**src/sv/wkup_pkg.sv**
```systemverilog
// Shared types and constants for the wakeup interrupt unit.
// No dependencies; imported by wkup_ctrl_store, wkup_state, the top level and the testbench.
package wkup_pkg;

    localparam int NUM_LINES_DEF  = 16;
    localparam int FLAG_BYTES_DEF = 2;

    localparam logic [7:0] MASK_RST_DEF = 8'hFF;
    localparam logic [7:0] MASK_RST_B1  = 8'hC0;

    typedef enum logic [1:0] {
        ACT_READ   = 2'd0,
        ACT_WRITE  = 2'd1,
        ACT_SAMPLE = 2'd2
    } wkup_act_t;

    typedef struct packed {
        logic launch;
        logic bad_addr;
        logic ctrl_rd;
        logic ctrl_wr;
    } wkup_stat_t;

endpackage

```
**src/sv/wkup_ram.sv**
```systemverilog
// Generic single-write, single-read RAM with registered read data.
// No dependencies.
module wkup_ram #(
    parameter int WIDTH = 8,
    parameter int DEPTH = 16
) (
    input  logic                     clk,
    input  logic                     we,
    input  logic [$clog2(DEPTH)-1:0] waddr,
    input  logic [WIDTH-1:0]         wdata,
    input  logic                     re,
    input  logic [$clog2(DEPTH)-1:0] raddr,
    output logic [WIDTH-1:0]         rdata
);

    logic [WIDTH-1:0] mem [DEPTH];
    logic [WIDTH-1:0] rdata_reg;

    always_ff @(posedge clk)
    begin
        if (we)
        begin
            mem[waddr] <= wdata;
        end
        if (re)
        begin
            rdata_reg <= mem[raddr];
        end
    end

    assign rdata = rdata_reg;

endmodule

```
**src/sv/wkup_ctrl_store.sv**
```systemverilog
// Per-line control registers: RAM plus written-bits and write-to-read bypass.
// Depends on wkup_pkg and wkup_ram.
module wkup_ctrl_store
    import wkup_pkg::*;
#(
    parameter int NUM_LINES = NUM_LINES_DEF
) (
    input  logic                         clk,
    input  logic                         rst_n,
    input  logic                         wr_en,
    input  logic [$clog2(NUM_LINES)-1:0] wr_idx,
    input  logic [7:0]                   wr_data,
    input  logic                         rd_en,
    input  logic [$clog2(NUM_LINES)-1:0] rd_idx,
    output logic [7:0]                   rd_data
);

    logic [NUM_LINES-1:0] vld_reg;
    logic                 rd_vld_reg;
    logic                 fwd_reg;
    logic [7:0]           fwd_data_reg;
    logic [7:0]           ram_q;

    wkup_ram #(
        .WIDTH (8),
        .DEPTH (NUM_LINES)
    ) u_ram (
        .clk   (clk),
        .we    (wr_en),
        .waddr (wr_idx),
        .wdata (wr_data),
        .re    (rd_en),
        .raddr (rd_idx),
        .rdata (ram_q)
    );

    always_ff @(posedge clk or negedge rst_n)
    begin
        if (!rst_n)
        begin
            vld_reg    <= '0;
            rd_vld_reg <= 1'b0;
            fwd_reg    <= 1'b0;
        end
        else
        begin
            if (wr_en)
            begin
                vld_reg[wr_idx] <= 1'b1;
            end
            if (rd_en)
            begin
                rd_vld_reg <= vld_reg[rd_idx];
                fwd_reg    <= wr_en && (wr_idx == rd_idx);
            end
        end
    end

    always_ff @(posedge clk)
    begin
        if (rd_en)
        begin
            fwd_data_reg <= wr_data;
        end
    end

    // unwritten entries read as zero
    assign rd_data = fwd_reg    ? fwd_data_reg :
                     rd_vld_reg ? ram_q        : 8'h00;

endmodule

```
**src/sv/wkup_state.sv**
```systemverilog
// Mask, flag and level-history registers with address decode, edge
// detection and lowest-line-first scan. Depends on wkup_pkg.
module wkup_state
    import wkup_pkg::*;
#(
    parameter int NUM_LINES  = NUM_LINES_DEF,
    parameter int FLAG_BYTES = FLAG_BYTES_DEF
) (
    input  logic                         clk,
    input  logic                         rst_n,
    input  logic                         en,
    input  logic [1:0]                   action,
    input  logic [4:0]                   reg_addr,
    input  logic [7:0]                   write_data,
    input  logic [15:0]                  irq_levels,
    input  logic                         seq_busy,
    output wkup_stat_t                   stat,
    output logic [7:0]                   rd_byte,
    output logic [$clog2(NUM_LINES)-1:0] ctrl_idx,
    output logic [$clog2(NUM_LINES)-1:0] line
);

    localparam int FLAG_BITS = 8 * FLAG_BYTES;
    localparam int EFF       = (NUM_LINES < FLAG_BITS) ? NUM_LINES : FLAG_BITS;
    localparam int LVL_W     = (NUM_LINES < 16) ? NUM_LINES : 16;
    localparam int REG_END   = 2 * FLAG_BYTES + NUM_LINES;
    localparam int AW_MIN    = $clog2(REG_END + 1);
    localparam int AW        = (AW_MIN > 5) ? AW_MIN : 5;
    localparam int FB_W      = (FLAG_BYTES > 1) ? $clog2(FLAG_BYTES) : 1;
    localparam int LINE_W    = $clog2(NUM_LINES);
    localparam logic [FLAG_BITS-1:0] EFF_MASK = {FLAG_BITS{1'b1}} >> (FLAG_BITS - EFF);

    logic [FLAG_BITS-1:0] mask_reg, mask_next;
    logic [FLAG_BITS-1:0] flag_reg, flag_next;
    logic [LVL_W-1:0]     prev_reg, prev_next;

    logic [AW-1:0]        addr_x;
    logic                 hit_mask, hit_flag, hit_ctrl;
    logic [FB_W-1:0]      midx, fidx;
    logic                 is_rd, is_wr, is_smp;
    logic [LVL_W-1:0]     lvl;
    logic [FLAG_BITS-1:0] rise_x;
    logic [FLAG_BITS-1:0] live;
    logic                 found;
    logic [7:0]           sel_byte;

    assign addr_x   = AW'(reg_addr);
    assign hit_mask = addr_x < AW'(FLAG_BYTES);
    assign hit_flag = !hit_mask && (addr_x < AW'(2 * FLAG_BYTES));
    assign hit_ctrl = !hit_mask && !hit_flag && (addr_x < AW'(REG_END));
    assign midx     = FB_W'(addr_x);
    assign fidx     = FB_W'(addr_x - AW'(FLAG_BYTES));
    assign ctrl_idx = LINE_W'(addr_x - AW'(2 * FLAG_BYTES));
    assign lvl      = irq_levels[LVL_W-1:0];
    assign rise_x   = FLAG_BITS'(lvl & ~prev_reg);

    always_comb
    begin
        is_rd  = 1'b0;
        is_wr  = 1'b0;
        is_smp = 1'b0;
        case (wkup_act_t'(action))
            ACT_READ:   is_rd  = 1'b1;
            ACT_WRITE:  is_wr  = 1'b1;
            ACT_SAMPLE: is_smp = 1'b1;
            default:    ;
        endcase
    end

    always_comb
    begin
        mask_next = mask_reg;
        flag_next = flag_reg;
        prev_next = prev_reg;
        sel_byte  = 8'h00;
        for (int b = 0; b < FLAG_BYTES; b++)
        begin
            if (hit_mask && FB_W'(b) == midx)
            begin
                sel_byte = mask_reg[b*8 +: 8];
                if (is_wr)
                begin
                    mask_next[b*8 +: 8] = write_data;
                end
            end
            if (hit_flag && FB_W'(b) == fidx)
            begin
                sel_byte = flag_reg[b*8 +: 8];
                if (is_wr)
                begin
                    flag_next[b*8 +: 8] = write_data;
                end
            end
        end
        if (is_smp)
        begin
            prev_next = lvl;
            flag_next = flag_reg | (rise_x & EFF_MASK);
        end
    end

    // lowest live line wins
    assign live = flag_next & ~mask_next & EFF_MASK;

    always_comb
    begin
        found = 1'b0;
        line  = '0;
        for (int i = FLAG_BITS - 1; i >= 0; i--)
        begin
            if (live[i])
            begin
                found = 1'b1;
                line  = LINE_W'(i);
            end
        end
    end

    always_comb
    begin
        stat.ctrl_rd  = is_rd && hit_ctrl;
        stat.ctrl_wr  = is_wr && hit_ctrl;
        stat.bad_addr = (is_rd || is_wr) && !hit_mask && !hit_flag && !hit_ctrl;
        stat.launch   = found && !seq_busy &&
                        (is_smp || (is_wr && (hit_mask || hit_flag || hit_ctrl)));
        rd_byte       = is_rd ? sel_byte : 8'h00;
    end

    always_ff @(posedge clk or negedge rst_n)
    begin
        if (!rst_n)
        begin
            flag_reg <= '0;
            prev_reg <= '0;
            for (int b = 0; b < FLAG_BYTES; b++)
            begin
                mask_reg[b*8 +: 8] <= (b == 1) ? MASK_RST_B1 : MASK_RST_DEF;
            end
        end
        else if (en)
        begin
            mask_reg <= mask_next;
            flag_reg <= flag_next;
            prev_reg <= prev_next;
        end
    end

endmodule

```
**src/sv/wakeup_interrupt_unit.sv**
```systemverilog
// Each request passes the input register, then the result register and
// control RAM read register.
// Throughput: one request per cycle; in_ready stays high while the result
// register is free or being taken. Reset clears masks to 0xFF/0xC0, flags,
// level history and control registers (via written bits), and both valids.
// Top level of the wakeup interrupt unit. Depends on wkup_pkg, wkup_state
// and wkup_ctrl_store.
module wakeup_interrupt_unit
    import wkup_pkg::*;
#(
    parameter int NUM_LINES  = NUM_LINES_DEF,
    parameter int FLAG_BYTES = FLAG_BYTES_DEF
) (
    input  logic        clk,
    input  logic        rst_n,
    input  logic        in_valid,
    output logic        in_ready,
    input  logic [1:0]  action,
    input  logic [4:0]  reg_addr,
    input  logic [7:0]  write_data,
    input  logic [15:0] irq_levels,
    input  logic        seq_busy,
    output logic        out_valid,
    input  logic        out_ready,
    output logic [7:0]  read_data,
    output logic        launch,
    output logic [7:0]  launch_seq,
    output logic [3:0]  launch_line,
    output logic        bad_addr
);

    localparam int LINE_W = $clog2(NUM_LINES);

    logic              s1_valid_reg;
    logic [1:0]        action_reg;
    logic [4:0]        addr_reg;
    logic [7:0]        wdata_reg;
    logic [15:0]       levels_reg;
    logic              busy_reg;

    logic              out_valid_reg;
    logic              launch_reg;
    logic              bad_reg;
    logic              ctrl_rd_reg;
    logic [7:0]        rd_reg;
    logic [LINE_W-1:0] line_reg;

    logic              out_free;
    logic              advance;
    wkup_stat_t        stat;
    logic [7:0]        rd_byte;
    logic [LINE_W-1:0] ctrl_idx;
    logic [LINE_W-1:0] line;
    logic [7:0]        ctrl_q;

    assign out_free = !out_valid_reg || out_ready;
    assign advance  = s1_valid_reg && out_free;
    assign in_ready = !s1_valid_reg || out_free;

    wkup_state #(
        .NUM_LINES  (NUM_LINES),
        .FLAG_BYTES (FLAG_BYTES)
    ) u_state (
        .clk        (clk),
        .rst_n      (rst_n),
        .en         (advance),
        .action     (action_reg),
        .reg_addr   (addr_reg),
        .write_data (wdata_reg),
        .irq_levels (levels_reg),
        .seq_busy   (busy_reg),
        .stat       (stat),
        .rd_byte    (rd_byte),
        .ctrl_idx   (ctrl_idx),
        .line       (line)
    );

    wkup_ctrl_store #(
        .NUM_LINES (NUM_LINES)
    ) u_ctrl (
        .clk     (clk),
        .rst_n   (rst_n),
        .wr_en   (advance && stat.ctrl_wr),
        .wr_idx  (ctrl_idx),
        .wr_data (wdata_reg),
        .rd_en   (advance && (stat.ctrl_rd || stat.launch)),
        .rd_idx  (stat.ctrl_rd ? ctrl_idx : line),
        .rd_data (ctrl_q)
    );

    always_ff @(posedge clk or negedge rst_n)
    begin
        if (!rst_n)
        begin
            s1_valid_reg  <= 1'b0;
            out_valid_reg <= 1'b0;
            launch_reg    <= 1'b0;
            bad_reg       <= 1'b0;
            ctrl_rd_reg   <= 1'b0;
        end
        else
        begin
            if (in_valid && in_ready)
            begin
                s1_valid_reg <= 1'b1;
            end
            else if (advance)
            begin
                s1_valid_reg <= 1'b0;
            end

            if (advance)
            begin
                out_valid_reg <= 1'b1;
                launch_reg    <= stat.launch;
                bad_reg       <= stat.bad_addr;
                ctrl_rd_reg   <= stat.ctrl_rd;
            end
            else if (out_ready)
            begin
                out_valid_reg <= 1'b0;
            end
        end
    end

    always_ff @(posedge clk)
    begin
        if (in_valid && in_ready)
        begin
            action_reg <= action;
            addr_reg   <= reg_addr;
            wdata_reg  <= write_data;
            levels_reg <= irq_levels;
            busy_reg   <= seq_busy;
        end
        if (advance)
        begin
            rd_reg   <= rd_byte;
            line_reg <= stat.launch ? line : '0;
        end
    end

    assign out_valid   = out_valid_reg;
    assign read_data   = ctrl_rd_reg ? ctrl_q : rd_reg;
    assign launch      = launch_reg;
    assign launch_seq  = launch_reg ? ctrl_q : 8'h00;
    assign launch_line = 4'(line_reg);
    assign bad_addr    = bad_reg;

endmodule

```
**config.mk**
```make
export PLATFORM = sky130hd
export DESIGN_NAME = wakeup_interrupt_unit
export DESIGN_NICKNAME = d
export VERILOG_FILES = /design/src/sv/wkup_pkg.sv /design/src/sv/wkup_ram.sv /design/src/sv/wkup_ctrl_store.sv /design/src/sv/wkup_state.sv /design/src/sv/wakeup_interrupt_unit.sv
export SDC_FILE = /design/constraint.sdc
export NUM_CORES = 1
export LEC_CHECK = 0
export BUFFER_PORTS_ARGS = -buffer_cell sky130_fd_sc_hd__clkbuf_2
export CORE_ASPECT_RATIO = 0.6
export CORE_MARGIN = 2
export CORE_UTILIZATION = 61
export CTS_CLUSTER_DIAMETER = 100
export DETAILED_ROUTE_END_ITERATION = 8
export PLACE_DENSITY_LB_ADDON = 0.2
export SYNTH_ARGS = -nofsm -noshare
export SYNTH_HDL_FRONTEND = slang
export SYNTH_SLANG_ARGS = --single-unit
```
**constraint.sdc**
```tcl
create_clock -name clk -period 3.8 [get_ports clk]
set_input_delay 0 -clock clk [delete_from_list [all_inputs] [get_ports clk]]
set_output_delay 0 -clock clk [all_outputs]
set_load 0.02 [all_outputs]
```
==> run metrics <==
CTS sink count 259; clock insertion delay at the later pin of the skew report 0.52 ns; Port Buffers 59; H-tree Lvls 1; Worst Skew approximately 0.013 ns; CTS Buffer Depth 3; final hold violations 0; Critical path origin addr_reg[3]; vias in the first global route 7,631; Crit Path Class flop to flop; layout cell share with drive strength beyond 1 25.4%; Reg2Reg Depth 13; Seq/Total Area, Yosys 65.4%; Routed WL 31,500 um; first-pass GRT wire length 47,100 um; crit path buf inv count 2; Inserted Clock Buffers 23; crit path capture u_ctrl.u_ram.rdata[7]; ys flop type edfxtp_1; max FFs per register ~130; initial core utilization a little over three fifths; HPWL after DPL 21,400 um; Max FO, Critical Path 29; max-slew violation count 0; Period minus WS final around 3.7 ns; Post-Synthesis Cells 859; Die H 110 um; dpl cell area 0.0123 mm^2; WL/cell between 20 and 25 um; total gr overflow 0; Netlist cell types around 70; status finished, final reports clean; worst min path class primary input to async pin; power density over the cells 646 mW/mm^2; DR vias/cell 6.37; Synth Net Count between 800 and 900; Slew @ Worst Pin 0.986 ns; max_slew headroom between 30% and 40%; CP max stage delay 0.51 ns; maximum number of pins on one net before global-route repair 72; initial antenna violation count 3; reg-to-reg startpoint addr_reg[3]; initial DRC count 1,046; RSZ-0062 raised after global routing false; # DRC 0; Leak Pwr 5.35 nW; fin nets 1,045; sequence of cells on the critical path or3_4 -> or3_4 -> o21ai_0 -> o21ai_1 -> and2_1 -> a31oi_1 -> o21a_1 -> buf_12 -> buf_4 -> nand2_1 -> a32oi_1 -> nand3_1 -> o21ai_1; FMAX around 0.27 GHz; Synth Cell Area 0.0114 mm^2; Tcrit/Tclk final 97.5%; fillers 1,160; postcts setup bufs 0; Rows 38; Data required, critical path between 4 and 5 ns; area growth from synthesis to layout 19.2%; Stages on worst setup path 13; Yosys warnings 0; Vias ~8,000; Die Wd 180 um; critical path data arrival time 4.07 ns; die area 0.0198 mm^2; CP max-delay cell edfxtp_1; Post-synth EDFFs 188; CTS Root Cell clkbuf_16; Final setup viols 0; most frequent cells in the layout edfxtp_1 (188), nand2_1 (132), buf_4 (64), dfrtp_1 (61), clkbuf_2 (58); Final Worst Setup Slack 0.0942 ns; most common cell after layout, fill and taps aside edfxtp_1; Hold Slack 0.154 ns; CP Launch Type flop; Top-Level Pins 60; Critical Path End Type flop; Worst-path clk slew 0.07 ns; # diodes 0; pre-CTS setup slack 0.0132 ns; Peak VDD IR 0.000546 V; Async SR Flop Fraction 27.4%; Multi-input gate area between 0.003 and 0.004 mm^2; maxcap violations 0; TritonCTS clock tree done; R2R setup slack 0.09 ns; FF+latch area 0.00743 mm^2; Post-Syn Area per Cell 13.2 um^2; placer congestion estimate 0.963; register bit total from synthesis 259; Final Cell Area 0.0136 mm^2; Reg with most FFs u_ctrl.u_ram.mem; sum of negative setup slack 0 ns; core area 0.0182 mm^2; reg-to-reg endpoint u_ctrl.u_ram.rdata[7]; GRT Resource Usage Total between 30% and 40%; Routed Antenna Nets 0; CP top delay family simple AND/OR/NAND/NOR gates; drt first pass iters 6
## final cells by class
class	instances	share of cell area, %
tap	240	2.21
sequential	259	54.8
clock buffer	28	4.53
multi-input combinational	545	27.4
inverter	13	0.360
timing repair buffer	163	9.08
clock inverter	14	1.55
## report_power, final
part,total (mW),switching [mW],leakage (nW),internal (mW)
Combinational,2.70,1.61,2.35,1.09
Clock,2.54,1.04,0.397,1.50
Sequential,3.51,0.217,2.60,3.30
## worst min path at each step
stage / cells past startpoint / from / end
3_5_place_dp: 1 / write_data[0] / wdata_reg[0]
6_report: 2 / rst_n / u_state.prev_reg[14]
3_3_place_gp: 1 / rst_n / u_state.prev_reg[8]
5_1_grt: 2 / reg_addr[1] / addr_reg[1]
2_1_floorplan: 0 / rst_n / bad_addr
4_1_cts: 2 / write_data[2] / wdata_reg[2]
## metal layers
metal	track usage, %	wire, um	vias up
met5	0	0	-
met4	6.97	559	0
met3	13.3	4420	51
met2	42.8	12400	499
met1	49.8	14100	3959
li1	-	-	3532
## synth_stat cells, types with 3 or more instances
cell | count | share of area, %
and2_1 | 6 | 0.33
o311ai_0 | 3 | 0.23
or2_2 | 17 | 0.94
o31ai_1 | 5 | 0.33
a32oi_1 | 32 | 2.5
o21ai_0 | 34 | 1.5
a21boi_0 | 3 | 0.20
buf_2 | 14 | 0.62
nand3b_1 | 11 | 0.73
mux2i_1 | 42 | 3.7
buf_4 | 4 | 0.26
a211oi_1 | 6 | 0.40
nand2_1 | 132 | 4.4
buf_6 | 4 | 0.40
dfrtp_1 | 61 | 13
mux2_2 | 35 | 3.5
and3_1 | 12 | 0.66
clkbuf_1 | 17 | 0.56
o21a_1 | 6 | 0.40
o21ai_2 | 5 | 0.39
inv_1 | 13 | 0.43
a31oi_1 | 9 | 0.50
nand3_1 | 23 | 1.0
nor2_1 | 34 | 1.1
edfxtp_1 | 188 | 50
o21ai_1 | 13 | 0.57
a22oi_1 | 8 | 0.53
ha_1 | 4 | 0.44
nor2b_1 | 13 | 0.72
xnor2_1 | 3 | 0.23
a21oi_1 | 17 | 0.75
nand2b_1 | 8 | 0.44
dfstp_2 | 10 | 2.3
nor3_1 | 10 | 0.44
mux4_2 | 8 | 1.6
## logic make-up (layout without fill, tap and decap cells)
group | after synthesis | after routing | share of synthesized area, %
simple gates | 287 | 287 | 12.4
mux | 85 | 85 | 8.75
xor+xnor | 4 | 4 | 0.308
buf+inv | 55 | 218 | 2.38
fa+ha+maj | 4 | 4 | 0.440
flops | 259 | 259 | 65.4
compound gates | 165 | 165 | 10.4
## timing repair
action / in CTS / in global routing
setup endpoints to repair: 0 / 8
resized for setup: 0 / 9
hold endpoints to repair: 95 / 0
hold buffers: 36 / 0
## worst reg2reg max path, stage by stage (launching register included)
cell and delay (ns):
edfxtp_1 0.51, or3_4 0.49, or3_4 0.48, o21ai_0 0.16, o21ai_1 0.19, and2_1 0.20, a31oi_1 0.33, o21a_1 0.23
buf_12 0.20, buf_4 0.19, nand2_1 0.06, a32oi_1 0.31, nand3_1 0.12, o21ai_1 0.08
## metrics by stage
step                      util [%]  cells  total power, mW
after floorplan                  -    859             5.16
after global placement        67.9   1184             6.06
after detailed placement      67.9   1184             6.12
after CTS                     74.4   1262             8.66
after global routing          74.6   1262             9.09
final                         74.6   1262             8.75
(Power assumes the default switching activity.)
